**config.mk**
```make
export PLATFORM = sky130hd
export DESIGN_NAME = bfd_ctrl
export DESIGN_NICKNAME = d
export VERILOG_FILES = /design/src/hw/rtl/bfd_pkg.sv /design/src/hw/rtl/bfd_ctrl.sv
export SDC_FILE = /design/constraint.sdc
export NUM_CORES = 1
export LEC_CHECK = 0
export BUFFER_PORTS_ARGS = -buffer_cell sky130_fd_sc_hd__buf_2
export CAP_MARGIN = 0
export CORE_AREA = 2 2 39 41
export DETAILED_ROUTE_END_ITERATION = 10
export DIE_AREA = 0 0 41 43
export PLACE_DENSITY = 0.31
export SLEW_MARGIN = 20
export SYNTH_ARGS = -nofsm -noshare
export SYNTH_HDL_FRONTEND = slang
export SYNTH_SLANG_ARGS = --single-unit
export TNS_END_PERCENT = 100
```
**constraint.sdc**
```tcl
create_clock -name clk -period 1.1 [get_ports clk]
set_clock_uncertainty 0.15 [all_clocks]
set_input_delay 0.22 -clock clk [delete_from_list [all_inputs] [get_ports clk]]
set_output_delay 0.22 -clock clk [all_outputs]
set_load 0.005 [all_outputs]
```
**src/hw/rtl/bfd_pkg.sv**
```systemverilog
// ----------------------------------------------------------------------------
// bfd_pkg
// Shared constants, register indexes and controller/datapath types of the
// box filter downscaler.
// ----------------------------------------------------------------------------
package bfd_pkg;

	localparam int PIX_W = 8;
	localparam int NUM_CH = 4;

	localparam int DEF_MAX_WIDTH = 4096;
	localparam int DEF_MAX_FACTOR = 16;
	localparam int DEF_CHANNELS = 4;

	localparam int CFG_IDX_W = 2;
	localparam int CFG_DATA_W = 16;
	localparam int WIDTH_FIELD_W = 13;
	localparam int HEIGHT_FIELD_W = 16;
	localparam int FACTOR_FIELD_W = 5;

	localparam logic [CFG_IDX_W-1:0] CFG_FRAME_WIDTH = 2'd0;
	localparam logic [CFG_IDX_W-1:0] CFG_FRAME_HEIGHT = 2'd1;
	localparam logic [CFG_IDX_W-1:0] CFG_SCALE_FACTOR = 2'd2;

	localparam int WIDTH_RST = 4096;
	localparam int HEIGHT_RST = 4096;
	localparam int FACTOR_RST = 2;

	// controller to datapath
	typedef struct packed {
		logic take;
		logic acc;
		logic load_out;
	} bfd_cmd_t;

	// datapath to controller
	typedef struct packed {
		logic keep;
		logic emit;
		logic div_done;
		logic out_free;
	} bfd_sts_t;

endpackage

```
**src/hw/rtl/bfd_ctrl.sv**
```systemverilog
// ----------------------------------------------------------------------------
// bfd_ctrl
// Controller: takes one pixel at a time, sequences the sum update, the
// division and the hand-off to the output register.
// ----------------------------------------------------------------------------
module bfd_ctrl (
	input  logic              clk,
	input  logic              arst_n,
	input  logic              in_valid,
	output logic              in_ready,
	input  bfd_pkg::bfd_sts_t sts,
	output bfd_pkg::bfd_cmd_t cmd
);
	import bfd_pkg::*;

	typedef enum logic [1:0] {
		S_IDLE,
		S_ACC,
		S_DIV,
		S_HOLD
	} state_t;

	state_t state_q;
	logic   ready_q;

	always_comb begin
		cmd.take = in_valid && ready_q;
		cmd.acc = (state_q == S_ACC);
		cmd.load_out = sts.out_free &&
			(((state_q == S_DIV) && sts.div_done) || (state_q == S_HOLD));
	end

	always_ff @(posedge clk or negedge arst_n) begin
		if (!arst_n) begin
			state_q <= S_IDLE;
			ready_q <= 1'b1;
		end else begin
			unique case (state_q)
				S_IDLE: begin
					// pixels outside any whole block only move the position
					if (cmd.take && sts.keep) begin
						state_q <= S_ACC;
						ready_q <= 1'b0;
					end
				end
				S_ACC: begin
					if (sts.emit) begin
						state_q <= S_DIV;
					end else begin
						state_q <= S_IDLE;
						ready_q <= 1'b1;
					end
				end
				S_DIV: begin
					if (sts.div_done) begin
						if (sts.out_free) begin
							state_q <= S_IDLE;
							ready_q <= 1'b1;
						end else begin
							state_q <= S_HOLD;
						end
					end
				end
				S_HOLD: begin
					if (sts.out_free) begin
						state_q <= S_IDLE;
						ready_q <= 1'b1;
					end
				end
				default: begin
					state_q <= S_IDLE;
					ready_q <= 1'b1;
				end
			endcase
		end
	end

	assign in_ready = ready_q;

endmodule

```
### After elaboration in Yosys (flattened, before gate mapping)

Index checks and enable logic that the tools add are counted.

* logic and storage cells: 28
* input bits: 7
* register bits: 3

* eq/ne operators: 7
* reduce and logical (&&, ||, !) cells: 8
* muxes and demuxes: 11

Operators with widths (count)
* 2-bit 2-to-1 mux: 5
* 2-bit != test, second input constant: 4
* 2-bit case mux with 4 select lines: 1
* 3-bit AND reduction: 2
* 2-bit == test, second input constant: 2
* 1-bit logical AND: 4
* 1-bit 2-to-1 mux: 4
* 1-bit case mux with 4 select lines: 1
* 2-bit by 1-bit == test with 1-bit output, second input constant: 1
* 2-bit zero test: 1
* 1-bit logical OR: 1

### Logic depth before layout (Yosys ltp)

* word-level depth: 4
* depth in mapped cells: 3
* depth with buffers taken out: 3

### Worst setup path after synthesis

No wires, ideal clock.

* kind: reg-to-reg
* start: register ready_q (netlist: in_ready)
* end: register ready_q (netlist: in_ready)
* cell stages (with the launch flop): 4
* required time: 0.892 ns
* path slack: 0.043 ns
* clock period less this slack: 1.057 ns
* arrival time: 0.849 ns
* cells stage by stage: dfstp_2 -> a21oi_1 -> a31oi_1 -> o22a_2

* longest elaborated chain between the ends: 4
* elaborated cells on any way between the ends: 7

RTL lines
* start: declaration: RTL line bfd_ctrl.sv:24 `logic ready_q;`
* start signal: assignment: RTL line bfd_ctrl.sv:36 `ready_q <= 1'b1;`
* start signal: assignment: RTL line bfd_ctrl.sv:43 `ready_q <= 1'b0;`
* start signal: assignment: RTL line bfd_ctrl.sv:51 `ready_q <= 1'b1;`
* 1-bit logical AND: RTL line bfd_ctrl.sv:27 `cmd.take = in_valid && ready_q;`
* 1-bit logical AND: RTL line bfd_ctrl.sv:41 `if (cmd.take && sts.keep) begin`
* 2-bit != test (no source line)
* 3-bit AND reduction (no source line)

Several ways; a longest one is shown, not always the timed one. The select of a mux whose other input is x is not followed.
A chain may end at the register's enable or synchronous reset.

==> results.yml <==
outcome:
  outcome: "complete, but fails checks"
  violated_checks: "negative setup slack"
timing:
  worst_pin_slew_ps: 132.9
  report.final.hold_viol_count: 0
  timing.final.crit_share: 1.205
  max_freq_mhz: 754.6
  setup_ws_ps: -225.3
  layout_min_cycle_time_ps: 1325
  timing.final.setup_violations: 6
  unrepaired_setup_endpoints_after_global_routing: "yes"
  maxSlewViolCount: 0
  hold_ws_ps: 46.41
  max-slew-margin-rel: 0.9089
logic_synthesis:
  top_cell_type_by_total_area_after_synthesis: "sky130_fd_sc_hd__dfrtp_1"
  synth_xor_xnor_area_share: 0
  synth_most_common_cell: "sky130_fd_sc_hd__o21ai_0"
  synthDistinctLibCells: 15
  synthFlopType: "sky130_fd_sc_hd__dfrtp_1"
  synth-simple-area-share: 0.2409
  gate_count_post_synth: 20
  mappedNetlistNets: 27
  synth_warnings: 0
  synth_area_leaders: "sky130_fd_sc_hd__dfrtp_1 29%, sky130_fd_sc_hd__dfstp_2 15%, sky130_fd_sc_hd__o21ai_0 8.8%"
  synth.top_cell.area_share: 0.2920
  postSynthRegisterBits: 3
  synth.mux.area_fraction: 0.05839
  synth-async-reset-ratio: 1.000
  synth.yosys.seq_area_share: 0.4453
  synth-edff-count: 0
  synth.avg_cell_area_um2: 8.571
  synth_fa_ha_area_frac: 0
  synth_top_cells_by_count: "3 x sky130_fd_sc_hd__o21ai_0, 2 x sky130_fd_sc_hd__dfrtp_1, 2 x sky130_fd_sc_hd__nand2_1, 2 x sky130_fd_sc_hd__nor2_1"
  synthesis.area_um2: 171.4
  synth_top_family_by_area: "simple AND/OR/NAND/NOR gates"
  synth_compound_gate_area_share: 0.2117
worst_setup_path:
  critical_path_peak_fanout: 2
  worst_setup_path_start_kind: "register"
  endpoint_kind: "output port"
  cp_data_arrival_time_ps: 960
  worst-endpoint-required_ps: 730
  reg2regPathDepth: 5
  setup.worst_path.class: "reg2out"
placed_design:
  place.port_buffers: 10
  gp_congestion: 0.5359
  detailed_place_hpwl_um: 403.9
cts:
  clk_path_buf_depth: 2
  worst_skew_pair.late_latency_ps: 230
  clock-root-buffer: "sky130_fd_sc_hd__clkbuf_4"
  cts_tree: "done"
  h-tree-depth: 1
  tritoncts_num_sinks: 3
  numCtsBuffers: 3
  cts.reportedPaths.clkPinSlew_ps: 40
floorplan:
  floorplan.initialDensity: 0.1239
  ioPinCount: 11
  fp.dieW_um: 41
  chipHeight_um: 43
  die_outline_area_um2: 1763
  rows: 14
  core_um2: 1384
finish:
  n_antenna_cell: 0
  fin_util: 0.2505
  syn2layout_area_growth_pct: 102.2
  design.final.nets: 49
  post_route_cells_drive_above_1_share: 0.6098
flow_run:
  maxCapViolations: 0
drt:
  dr.pass1.iters: 2
  initialDrtViolationCount: 2
  route.vias.total: 219
  totalWireLength_um: 554
  detail_route.drc_violations: 0
  avgViaCountPerCell: 3.842
  final_antenna_net_count: 0
  wire_per_inst_um: 9.719
global_routing:
  pin_count_of_the_biggest_net_entering_global_routing: 5
  grt_first_pass_wirelength_um: 897
  grt.total_usage: 0.08040
  grt_pass1_vias: 218
  antenna_violations_before_repair: 0
  grt.overflow.total: 0
power_and_ir_drop:
  peakVddDrop_mv: 0.2274
  p_leak_nw: 0.1849
  pwr_density_cell_nw_per_um2: 941.9
worst_hold_path:
  hold-path-cell-count: 2
  worstHoldPathType: "in2reg"
critical path: stages, from the launching register on:
cell	delay (ps)
sky130_fd_sc_hd__dfstp_2	520
sky130_fd_sc_hd__and2_1	110
sky130_fd_sc_hd__buf_2	100
power by group:
part / internal, mW / leakage (nW) / switching (mW) / total, mW
sequential: 0.111 / 0.0383 / 0 / 0.111
clock: 0.136 / 0.0150 / 0.0563 / 0.192
combinational: 0.0116 / 0.132 / 0.0115 / 0.0231
layout make-up:
cell class / count / area (um2)
multi-input combinational: 15 / 95.09
clock buffer: 4 / 26.28
sequential: 3 / 76.32
timing repair buffer: 17 / 118.9
fill: 161 / 1037
tap: 16 / 20.02
inverter: 2 / 10.01
worst paths after layout:
check,end,from,slack [ps]
hold / removal,state_q[0]$_DFFE_PN0P_,sts[0],50
min in group asynchronous,state_q[0]$_DFFE_PN0P_,arst_n,170
hold reg to reg,state_q[0]$_DFFE_PN0P_,state_q[1]$_DFFE_PN0P_,430
max in group asynchronous,in_ready$_DFFE_PN1P_,arst_n,430
setup / recovery,cmd[2],in_ready$_DFFE_PN1P_,-230
setup reg to reg,in_ready$_DFFE_PN1P_,in_ready$_DFFE_PN1P_,-150
registers in the layout (all words and copies together), names as in the netlist:
register / cells
state_q: 2
in_ready: 1
layout by cell type (no fill, tap or decap), types with 2 or more instances in the layout:
| cell type | synthesis | layout |
|---|---|---|
| sky130_fd_sc_hd__buf_2 | 0 | 9 |
| sky130_fd_sc_hd__buf_4 | 0 | 4 |
| sky130_fd_sc_hd__buf_6 | 0 | 3 |
| sky130_fd_sc_hd__clkbuf_4 | 0 | 3 |
| sky130_fd_sc_hd__dfrtp_1 | 2 | 2 |
| sky130_fd_sc_hd__nand2_1 | 2 | 2 |
| sky130_fd_sc_hd__nor2_1 | 2 | 2 |
what timing repair did:
action                                  in CTS  in global routing
hold buffers                                 1                  0
endpoints found under the setup margin       5                  6
pin swaps                                    3                  0
hold endpoints to repair                     3                  0
setup buffers                                5                  1
gates resized for setup                      5                  3
layer usage:
metal,share of wire,vias up,wire length (um),GRT usage
met3,0.13,0,74,0.03141
met5,0,-,0,0
li1,-,111,-,-
met1,0.36,98,202,0.09355
met4,0,0,0,0.06000
met2,0.50,10,278,0.1125
logic make-up after synthesis:
group,after synthesis
AOI/OAI and AO/OA,6
buffers and inverters,2
DFF,3
muxes,1
and+or+nand+nor,8
metrics by stage:
step	instances	TNS, ps	setup WS (ps)	area [um2]	total power, mW
floorplan	20	0	42.55	171.4	0.1155
global placement	47	-82.36	-32.39	249.0	0.1314
global route	57	-1428	-275.8	346.6	0.3426
CTS	56	-979.1	-245.8	329.1	0.3378
detailed placement	47	-134.5	-76.29	249.0	0.1318
finish	57	-1131	-225.3	346.6	0.3264
No activity file was read; power rests on OpenSTA's default activity.
